==> src/hw/rtl/mrie_pkg.sv <==
`timescale 1ns / 1ps
package mrie_pkg;
    localparam int MemWords = 256;
    localparam int RegCount = 16;
    localparam int StackRegIndex = 15;
    localparam int MemAw = $clog2(MemWords);
    localparam int RegAw = $clog2(RegCount);
    localparam int QDepth = 2;

    typedef enum logic [4:0] {
        OP_COP = 5'd0, OP_COP_REG = 5'd1, OP_AFC = 5'd2, OP_AFC_REG = 5'd3,
        OP_AFC_REL_REG = 5'd4, OP_ADD = 5'd5, OP_MUL = 5'd6, OP_SOU = 5'd7,
        OP_SOU_REG_VAL = 5'd8, OP_DIV = 5'd9, OP_PRI = 5'd10, OP_INF = 5'd11,
        OP_SUP = 5'd12, OP_EQU = 5'd13, OP_LABEL = 5'd14, OP_JMP = 5'd15,
        OP_JMF = 5'd16, OP_PUSH_REG = 5'd17, OP_CALL = 5'd18, OP_STOP = 5'd19
    } t_op;

    localparam logic [1:0] StOk = 2'd0;
    localparam logic [1:0] StUnknown = 2'd1;
    localparam logic [1:0] StDivZero = 2'd2;

    typedef struct packed {
        logic        known;
        t_op         op;
        logic [15:0] op_a;
        logic [31:0] op_b;
        logic [31:0] op_c;
        logic [15:0] instr_index;
    } t_item;

    typedef enum logic [2:0] {
        S_IDLE, S_RD1, S_RD2, S_EXEC, S_DIV, S_OUT
    } t_state;
endpackage

==> src/hw/rtl/mrie_front.sv <==
`timescale 1ns / 1ps
module mrie_front (
    input  logic                 i_clk,
    input  logic                 i_rst_n,
    input  logic                 i_valid,
    output logic                 o_ready,
    input  logic [4:0]           i_func,
    input  logic [15:0]          i_op_a,
    input  logic [31:0]          i_op_b,
    input  logic [31:0]          i_op_c,
    input  logic [15:0]          i_instr_index,
    output logic                 o_q_valid,
    input  logic                 i_q_ready,
    output mrie_pkg::t_item      o_q_item
);
    // small FIFO between decode and execute
    mrie_pkg::t_item r_q [mrie_pkg::QDepth];
    logic r_wp, r_rp;
    logic [1:0] r_cnt;
    mrie_pkg::t_item w_item;
    logic w_push, w_pop;

    assign o_ready = (r_cnt != 2'(mrie_pkg::QDepth));
    assign w_push = i_valid && o_ready;
    assign o_q_valid = (r_cnt != 2'd0);
    assign w_pop = o_q_valid && i_q_ready;
    assign o_q_item = r_q[r_rp];

    always_comb begin
        w_item.known = (i_func <= 5'd19);
        w_item.op = mrie_pkg::t_op'(i_func);
        w_item.op_a = i_op_a;
        w_item.op_b = i_op_b;
        w_item.op_c = i_op_c;
        w_item.instr_index = i_instr_index;
    end

    always_ff @(posedge i_clk) begin
        if (w_push) begin
            r_q[r_wp] <= w_item;
        end
        if (!i_rst_n) begin
            r_wp <= 1'b0;
            r_rp <= 1'b0;
            r_cnt <= 2'd0;
        end else begin
            if (w_push) r_wp <= ~r_wp;
            if (w_pop) r_rp <= ~r_rp;
            r_cnt <= r_cnt + 2'(w_push) - 2'(w_pop);
        end
    end

`ifndef SYNTHESIS
    a_no_overflow: assert property (@(posedge i_clk) disable iff (!i_rst_n)
        r_cnt == 2'(mrie_pkg::QDepth) |-> !w_push) else $error("queue overflow");
    a_cnt_range: assert property (@(posedge i_clk) disable iff (!i_rst_n)
        r_cnt <= 2'(mrie_pkg::QDepth)) else $error("queue count");
    a_pop_dec: assert property (@(posedge i_clk) disable iff (!i_rst_n)
        w_pop && !w_push |=> r_cnt == $past(r_cnt) - 2'd1) else $error("pop count");
`endif
endmodule

==> config.mk <==
export PLATFORM = sky130hd
export DESIGN_NAME = mrie_front
export DESIGN_NICKNAME = d
export VERILOG_FILES = /design/src/hw/rtl/mrie_pkg.sv /design/src/hw/rtl/mrie_front.sv
export SDC_FILE = /design/constraint.sdc
export NUM_CORES = 1
export LEC_CHECK = 0
export ABC_AREA = 1
export BUFFER_PORTS_ARGS = -buffer_cell sky130_fd_sc_hd__clkbuf_2
export CAP_MARGIN = 20
export CORE_MARGIN = 1
export CORE_UTILIZATION = 45
export CTS_CLUSTER_DIAMETER = 150
export CTS_CLUSTER_SIZE = 10
export DETAILED_ROUTE_END_ITERATION = 7
export PLACE_DENSITY = 0.76
export SLEW_MARGIN = 20
export SYNTH_ARGS = -nofsm -noshare
export SYNTH_HDL_FRONTEND = slang
export SYNTH_SLANG_ARGS = --single-unit
==> constraint.sdc <==
create_clock -name i_clk -period 13.3 [get_ports i_clk]
set_clock_uncertainty 0.15 [all_clocks]
set_input_delay 0.665 -clock i_clk [delete_from_list [all_inputs] [get_ports i_clk]]
set_output_delay 0.665 -clock i_clk [all_outputs]
set_load 0.02 [all_outputs]
Word-level counts from Yosys, hierarchy flattened
Memory sizes are Yosys's and may differ from the RTL's. A register that Yosys moved wholly into a read port is not among the register bits.
Index checks and enable logic that the tools add are counted.
W data, S select, Z words.
{ "totals": {"ff_bits": 4, "ram_bits": 204, "input_bits": 105, "out_inout_bits": 104, "word_cells": 17, "memories": 1} }
{ "op_classes": {"n_addsub": 2, "magnitude_cmp": 1, "eq_ne": 1, "mux": 4, "bitwise_logic": 2, "n_reduce_logical": 3} }
{ "memory_table": {"columns": ["memory", "depth", "width", "read_ports", "rd_ports_with_merged_regs", "write_ports", "line", "text"], "rows": [
  ["r_q", 2, 102, 1, 1, 1, "mrie_front.sv:17", "mrie_pkg::t_item r_q [mrie_pkg::QDepth];"]
]} }
{ "ops": {"columns": ["operator", "count"], "rows": [
  ["$le A5 B5 Y1 const B", 1],
  ["$mux W1", 4],
  ["$add A2 B1 Y2", 1],
  ["$logic_and A1 B1 Y1", 2],
  ["$ne A2 B2 Y1 const B", 1],
  ["$not A1 Y1", 2],
  ["$reduce_bool A2 Y1", 1],
  ["$sub A2 B1 Y2", 1]
]} }

Longest topological paths before layout
Gate-level depths: netlist of the first run.
{ "logic_depth": {"depth_word": 4, "depth_mapped": 11, "ltp_nobuf": 11} }

Least setup slack after synthesis of the first run
No wires, ideal clock.
{ "synth_timing": {"path_type": "input to register", "from": "in i_valid", "to": "mem r_q[1][0] (netlist name), enable pin", "t_arrival_ps": 5091, "slack_ps": 7494, "stages": 2, "cell_sequence": "nand2_1 > nor2_1"} }
{ "synth_via": {"elab_chain_len": 3} }
{ "synth_lines": {"columns": ["item", "line", "text"], "rows": [
  ["start, declared", "mrie_front.sv:5", "input logic i_valid,"],
  ["$logic_and A1 B1 Y1", "mrie_front.sv:24", "assign w_push = i_valid && o_ready;"],
  ["$mux W1", "mrie_front.sv:39", "if (w_push) begin"],
  ["$mux W1 (implied by the code)", "mrie_front.sv:40", "r_q[r_wp] <= w_item;"],
  ["end, declared", "mrie_front.sv:17", null]
]} }
Every way passes these cells.

==> metrics.txt, run 1 <==
f_max=270 MHz; largest net degree at the start of global routing=86; #FFs+latches synth=209; reg2reg start=r_cnt[0]$_SDFF_PN0_; top area cells in the synthesized netlist=edfxtp_1 (77%), mux2_4 (15%), mux2_2 (3.1%); Detailed Routing Iterations Pass 1=4; post-CTS setup buffers=0; Worst-Margin Slew=1060 ps; total clock buffers created by CTS=24; status=finished clean; Ys Warns=0; initial core utilization=0.459; first-pass GRT wire length=20,700 um; Syn Area/Cell=22.4 sq um; vias in the first global route=4,089; synthesized instance count=354; Crit Path Max Fanout=59; Worst setup EP type=primary output; clk sinks=209; Synth Net Count=460; GRT Residual Overflow=0; IO Port Bufs=208; Fillers=1,346; Hold Path Stages=1; Clock Tree Buf Depth=3; die height=135 um; post-synth top area share=0.773; max-cap violations=0; Std-Cell Rows=48; layout cells sized above 1=0.570; clock latency on the worst-skew pair=490 ps; Unique masters post-synth=15; register area share after synthesis=0.786; Root Buffer Master=clkbuf_16; Cell Area, Synth=0.00792 sq mm; wire per inst=16.8 um; class of the worst hold path=input port to register; Placed Cells=779; flop-to-flop setup slack=10,350 ps; initial antenna violation count=0; # IOs=209; Final ANT Viol Nets=0; largest area contributor in the netlist=edfxtp_1; Post-DP HPWL=9090 um; crit path to=o_q_item[101]; fin crit share=0.278; clock-pin slew on the worst setup and hold paths=50 ps; worst path required time=12,480 ps; worst relative slew slack=0.294; hold buffer count at cts=0; setup TNS=0 ps; R2R Path End=r_q[1][22]$_DFFE_PP_; RSZ-0062 raised after global routing=false; Register-to-Register Path Depth=5; VDD IR max=0.000116 V; critical path class=register to primary output; number of remaining DRC errors=0; gpl congestion=0.725; Slew Limit Fails=0; Leak=3.90 nW; die width=135 um; min cycle time layout=3700 ps; die area=0.0181 sq mm; Post-Layout Cell Count=823; CP startpoint kind=register; CTS tree=yes; Cell Area, Placed=0.00918 sq mm; GRT Util Overall=0.148; CP Data Arrival Time=2880 ps; Final Cell Area=0.00988 sq mm; total number of vias=3,915; final WL=13,900 um; Nets=686; Final Hold Viols=0; Final Setup Violations=0; n_diodes=0; P&R area growth vs syn=24.7%; H-Tree Depth=1; Starting DRT DRC Count=190; Pwr Density=200 mW/mm^2; Vias/cell=4.76; core area=0.0172 sq mm; PostCTS Resize Cnt=0
==> worst min path at each step <==
stage / endpoint / from / slack, ps
6_report: r_q[1][1]$_DFFE_PP_ / i_instr_index[1] / 210
5_1_grt: r_q[0][1]$_DFFE_PP_ / i_instr_index[1] / 180
4_1_cts: r_q[0][1]$_DFFE_PP_ / i_instr_index[1] / 180
3_5_place_dp: register / r_rp$_SDFFE_PN0P_ / 330
3_3_place_gp: register / r_rp$_SDFFE_PN0P_ / 330
2_1_floorplan: register / r_rp$_SDFFE_PN0P_ / 320
==> area by class of cell <==
type / instances / area [sq um] / area share
inverter: 7 / 26.3 / 0.00266
sequential: 209 / 6230 / 0.631
tap: 225 / 282 / 0.0285
clock buffer: 44 / 697 / 0.0706
multi-input combinational: 127 / 1580 / 0.159
timing repair buffer: 211 / 1070 / 0.108
==> layout by cell type, fill, tap and decap left out <==
cell type	n
clkbuf_16	25
nand3_1	1
nor2_1	7
o21ai_0	1
ha_1	1
buf_6	1
dfxtp_1	4
mux2_4	80
nor2_4	2
inv_1	7
mux2_2	22
dfxtp_4	1
clkbuf_1	19
buf_4	2
nand2_1	11
clkbuf_2	208
edfxtp_1	204
a21oi_1	1
xnor2_1	1
==> through the flow <==
stage	setup WS [ps]	hold slack [ps]	util	total power [W]
global placement	10120	326	0.532	0.00141
finish	9600	207	0.573	0.00198
floorplan	7490	317	-	0.00128
detailed placement	10080	335	0.532	0.00143
CTS	9540	183	0.573	0.00201
global route	9450	179	0.573	0.00207
==> cell usage after synthesis <==
cell and n:
mux2_4 80, buf_6 8, o21ai_0 1, dfxtp_1 5
a21oi_1 1, nor2_1 9, buf_4 1, xnor2_1 1
nand3_1 1, nand2_1 11, edfxtp_1 204, ha_1 1
buf_2 2, mux2_2 22, inv_1 7
==> flip-flops by register name, indices dropped and copies added (netlist names), named ones only <==
| register | cells |
|---|---|
| r_rp | 1 |
| r_wp | 1 |
| r_q | 204 |
| r_cnt | 2 |
==> metal layers <==
metal / vias up / wire, um / global-route usage
met5: - / 0 / 0
met4: 0 / 221 / 0.0406
met3: 21 / 998 / 0.0420
met2: 141 / 7310 / 0.267
met1: 1918 / 5330 / 0.173
li1: 1835 / - / -
==> logic make-up (layout without fill, tap and decap cells) <==
group | Yosys count | after routing | share of synthesized area
buf+inv | 18 | 262 | 0.0169
fa+ha+maj | 1 | 1 | 0.00158
mux | 102 | 102 | 0.183
xor+xnor | 1 | 1 | 0.00111
flops | 209 | 209 | 0.786
simple gates | 21 | 21 | 0.0101
compound gates | 2 | 2 | 0.00126
==> power breakdown <==
group          total [W]  switching (W)  internal (W)
clock network   0.000578       0.000229      0.000349
registers       0.000881      0.0000430      0.000838
logic           0.000521       0.000294      0.000227
total            0.00198       0.000566       0.00141
==> worst max-delay path: stages (launching register included) <==
cell	delay, ps
dfxtp_4	820
buf_4	880
mux2_2	430
clkbuf_2	160
Power figures use the tool's default switching activity.
==> inputs of run 2 (changes only) <==
--- a/config.mk
+++ b/config.mk
@@ -13,7 +13,7 @@
 export CTS_CLUSTER_DIAMETER = 150
 export CTS_CLUSTER_SIZE = 10
 export DETAILED_ROUTE_END_ITERATION = 7
-export PLACE_DENSITY = 0.76
+export PLACE_DENSITY = 0.79
 export SLEW_MARGIN = 20
 export SYNTH_ARGS = -nofsm -noshare
 export SYNTH_HDL_FRONTEND = slang
==> constraint.sdc (replaced) <==
create_clock -name i_clk -period 3.4 [get_ports i_clk]
set_clock_uncertainty 0.15 [all_clocks]
set_input_delay 0.17 -clock i_clk [delete_from_list [all_inputs] [get_ports i_clk]]
set_output_delay 0.17 -clock i_clk [all_outputs]
set_load 0.02 [all_outputs]
==> metrics.txt, run 2 (same netlist as run 1, synthesis figures left out) <==
n_diodes=0; Nets=791; WP buf/inv=2; Crit Path Max Fanout=102; Max stage delay on crit path=470 ps; Vias/cell=4.75; H-Tree Depth=1; hold buffer count at cts=103; post-CTS setup buffers=0; largest register by flop count=r_q; Worst-Margin Slew=799 ps; most frequent cells in the layout=clkbuf_2 (208), edfxtp_1 (204), dlygate4sd3_1 (103); Detailed Routing Iterations Pass 1=4; R2R Path End=r_q[1][58]$_DFFE_PP_; clk sinks=209; final worst slack=984 ps; Sequential Area=0.00623 sq mm; largest net degree at the start of global routing=103; area of the multi-input gates=0.00158 sq mm; f_max=414 MHz; PostCTS Resize Cnt=0; CP Cell Sequence=buf_12, mux2_2, clkbuf_2; clock latency on the worst-skew pair=490 ps; first-pass GRT wire length=22,800 um; Hold Path Stages=5; min cycle time layout=2420 ps; Final Hold Viols=0; worst path required time=3080 ps; class of the worst hold path=input port to register; wire per inst=16.3 um; reg2reg start=r_cnt[0]$_SDFF_PN0_; final WL=15,000 um; Fillers=1,183; worst relative slew slack=0.467; gpl congestion=0.764; IO Port Bufs=208; critical path class=register to primary output; Final ANT Viol Nets=0; die width=135 um; P&R area growth vs syn=37.6%; flop-to-flop setup slack=1280 ps; total number of vias=4,356; die height=135 um; status=finished clean; Min-Delay Endpoint=r_cnt[1]$_SDFF_PN0_; Post-DP HPWL=8830 um; Slew Limit Fails=0; initial antenna violation count=0; total clock buffers created by CTS=24; Register-to-Register Path Depth=5; clock-pin slew on the worst setup and hold paths=50 ps; die area=0.0181 sq mm; Largest register FFs=204; initial core utilization=0.459; hold_sp=i_valid; Clock Tree Buf Depth=3; CP Data Arrival Time=2100 ps; GRT Util Overall=0.162; Worst setup EP type=primary output; Leak=4.33 nW; CTS tree=yes; max-cap violations=0; fin crit share=0.710; Starting DRT DRC Count=189; Root Buffer Master=clkbuf_16; core area=0.0172 sq mm; CP startpoint kind=register; Crit-path slowest cell=buf_12; VDD IR max=0.000870 V; Pwr Density=716 mW/mm^2; number of remaining DRC errors=0; most common cell after layout, fill and taps aside=clkbuf_2; Std-Cell Rows=48; dpl ws=1320 ps; Final Setup Violations=0; GRT Residual Overflow=0; setup TNS=0 ps; family with the most delay on the worst path=buffers and inverters; Largest regs=r_q (204), r_cnt (2); # IOs=209; RSZ-0062 raised after global routing=false; vias in the first global route=4,713; layout cells sized above 1=0.495
-- run 2: cell count changes in the layout (fill, tap and decap cells not counted) --
cell / before / now
dlygate4sd3_1: 0 / 103
clkbuf_1: 19 / 9
buf_4: 2 / 4
buf_12: 0 / 1
buf_6: 1 / 0
-- run 2: worst register-to-register path: cells and delay by family, from the launching register on --
family	cells	cell delay [ps]
buffers and inverters	2	710
DFF	1	360
and+or+nand+nor	3	510
-- run 2: per-layer routing --
metal,GRT usage,vias to the layer above,part of all wire
li1,-,2033,-
met1,0.188,2125,0.39
met2,0.292,166,0.52
met3,0.0360,32,0.065
met4,0.0587,0,0.024
met5,0,-,0
-- run 2: layout make-up --
| cell class | instances | area share |
|---|---|---|
| clock buffer | 34 | 0.0605 |
| inverter | 7 | 0.00241 |
| multi-input combinational | 127 | 0.145 |
| sequential | 209 | 0.572 |
| tap | 225 | 0.0258 |
| timing repair buffer | 316 | 0.195 |
-- run 2: per-stage QoR --
step | cell area (sq um) | instances | total power, W | util | hold slack, ps
CTS | 10900 | 918 | 0.00788 | 0.632 | 113
global placement | 9200 | 781 | 0.00550 | 0.534 | 208
finish | 10900 | 918 | 0.00780 | 0.632 | 145
detailed placement | 9200 | 781 | 0.00558 | 0.534 | 212
floorplan | 7930 | 354 | 0.00500 | - | 113
global route | 10900 | 918 | 0.00812 | 0.632 | 180
-- run 2: report_power, final --
group	internal, W	switching (W)	total, W
Combinational	0.000974	0.00127	0.00224
Sequential	0.00328	0.0000964	0.00337
Clock	0.00132	0.000873	0.00219
Total	0.00557	0.00224	0.00780
-- run 2: worst max path at each step --
stage,end,slack (ps),startpoint,cells past startpoint
after floorplan,r_q[1][0]$_DFFE_PP_,-620,r_cnt[0]$_SDFF_PN0_,4
after detailed placement,r_q[1][54]$_DFFE_PP_,1320,r_cnt[0]$_SDFF_PN0_,5
after global routing,o_q_item[101],990,register,3
final,o_q_item[12],980,register,3
after CTS,o_q_item[101],1030,register,3
after global placement,r_q[1][57]$_DFFE_PP_,1470,r_cnt[0]$_SDFF_PN0_,5
==> inputs of run 3 (changes only) <==
--- a/config.mk
+++ b/config.mk
@@ -13,7 +13,7 @@
 export CTS_CLUSTER_DIAMETER = 150
 export CTS_CLUSTER_SIZE = 10
 export DETAILED_ROUTE_END_ITERATION = 7
-export PLACE_DENSITY = 0.79
+export PLACE_DENSITY = 0.76
 export SLEW_MARGIN = 20
 export SYNTH_ARGS = -nofsm -noshare
 export SYNTH_HDL_FRONTEND = slang
==> constraint.sdc (replaced) <==
create_clock -name i_clk -period 2.48 [get_ports i_clk]
set_clock_uncertainty 0.15 [all_clocks]
set_input_delay 0.124 -clock i_clk [delete_from_list [all_inputs] [get_ports i_clk]]
set_output_delay 0.124 -clock i_clk [all_outputs]
set_load 0.02 [all_outputs]
==> metrics.txt, run 3 (same netlist as run 1, synthesis figures left out) <==
final WL=14,800 um; Post-DP HPWL=8820 um; min cycle time layout=2100 ps; max-cap violations=0; Worst-Margin Slew=650 ps; Register-to-Register Path Depth=9; CP startpoint kind=register; Cell Area, Placed=0.00925 sq mm; CP Cell Sequence=buf_12, mux2_2, clkbuf_2; GRT Residual Overflow=0; Hold Path Stages=2; dpl ws=618 ps; largest net degree at the start of global routing=104; GRT Util Overall=0.162; final worst slack=384 ps; Starting DRT DRC Count=183; gpl congestion=0.708; Nets=791; worst path required time=2210 ps; Detailed Routing Iterations Pass 1=6; clk sinks=209; Slew Limit Fails=0; H-Tree Depth=1; Post-Layout Cell Count=919; class of the worst hold path=input port to register; core area=0.0172 sq mm; largest register by flop count=r_q; RSZ-0062 raised after global routing=false; total number of vias=4,330; Worst setup EP type=primary output; first-pass GRT wire length=23,000 um; Pwr Density=980 mW/mm^2; most frequent cells in the layout=clkbuf_2 (208), edfxtp_1 (204), dlygate4sd3_1 (104); Placed Cells=780; total clock buffers created by CTS=24; number of remaining DRC errors=0; f_max=477 MHz; Crit Path Max Fanout=58; VDD IR max=0.000720 V; die height=135 um; clock latency on the worst-skew pair=490 ps; die area=0.0181 sq mm; # IOs=209; Final Hold Viols=0; IO Port Bufs=208; initial core utilization=0.459; Max stage delay on crit path=390 ps; Final Cell Area=0.0110 sq mm; wire per inst=16.1 um; Crit-path slowest cell=mux2_2; initial antenna violation count=0; most common cell after layout, fill and taps aside=clkbuf_2; die width=135 um; Final Setup Violations=0; P&R area growth vs syn=38.3%; Largest regs=r_q (204), r_cnt (2); Clock Tree Buf Depth=3; Largest register FFs=204; critical path class=register to primary output; CTS tree=yes; Leak=4.35 nW; n_diodes=0; layout cells sized above 1=0.499; vias in the first global route=4,761; Final ANT Viol Nets=0; CP Data Arrival Time=1820 ps; Vias/cell=4.71; Root Buffer Master=clkbuf_16; status=finished clean; worst relative slew slack=0.567; clock-pin slew on the worst setup and hold paths=60 ps; Std-Cell Rows=48; fin crit share=0.845
run 3: changes by cell type in the layout (fill, tap and decap cells not counted), sizes merged:
| cell | delta |
|---|---|
| buf | -1 |
| clkbuf | +1 |
| dlygate4sd3 | +1 |
run 3: repair_timing:
action,in CTS,in global routing
setup buffers,0,0
setup endpoints to repair,0,0
hold buffers,104,0
endpoints found under the hold margin,209,0
gates resized for setup,0,0
run 3: critical path, delay by kind of cell, from the launching register on:
family,cells,cell delay (ps)
buffers and inverters,2,490
muxes,1,390
DFF,1,370
run 3: where the power goes:
part | leakage (nW) | internal [W] | switching [W]
clock | 0.320 | 0.00182 | 0.00119
combinational | 2.08 | 0.00136 | 0.00173
sequential | 1.95 | 0.00449 | 0.000149
run 3: layer usage:
| layer | share of wire | global-route usage | vias up | wire, um |
|---|---|---|---|---|
| li1 | - | - | 2039 | - |
| met1 | 0.39 | 0.187 | 2096 | 5820 |
| met2 | 0.52 | 0.298 | 158 | 7690 |
| met3 | 0.060 | 0.0334 | 37 | 882 |
| met4 | 0.026 | 0.0587 | 0 | 385 |
| met5 | 0 | 0 | - | 0 |
run 3: cell type report:
type	count	area [sq um]
clock buffer	35	663
multi-input combinational	127	1590
sequential	209	6230
timing repair buffer	316	2160
inverter	7	26.3
fill	1175	6280
tap	225	282
run 3: stage by stage:
step	hold WS, ps	setup TNS (ps)	total power (W)	utilization
final	207	0	0.0107	0.636
after floorplan	67.4	-33440	0.00685	-
after global routing	200	0	0.0112	0.636
after CTS	185	0	0.0109	0.636
after detailed placement	166	0	0.00770	0.537
after global placement	163	0	0.00761	0.537
run 3: final timing paths:
kind | to | slack (ps) | startpoint
worst min-delay path | r_q[0][78]$_DFFE_PP_ | 210 | i_op_b[30]
worst max-delay path | o_q_item[101] | 380 | register
worst max register to register | r_cnt[1]$_SDFF_PN0_ | 570 | r_cnt[1]$_SDFF_PN0_
worst min register to register | register | 370 | r_rp$_SDFFE_PN0P_
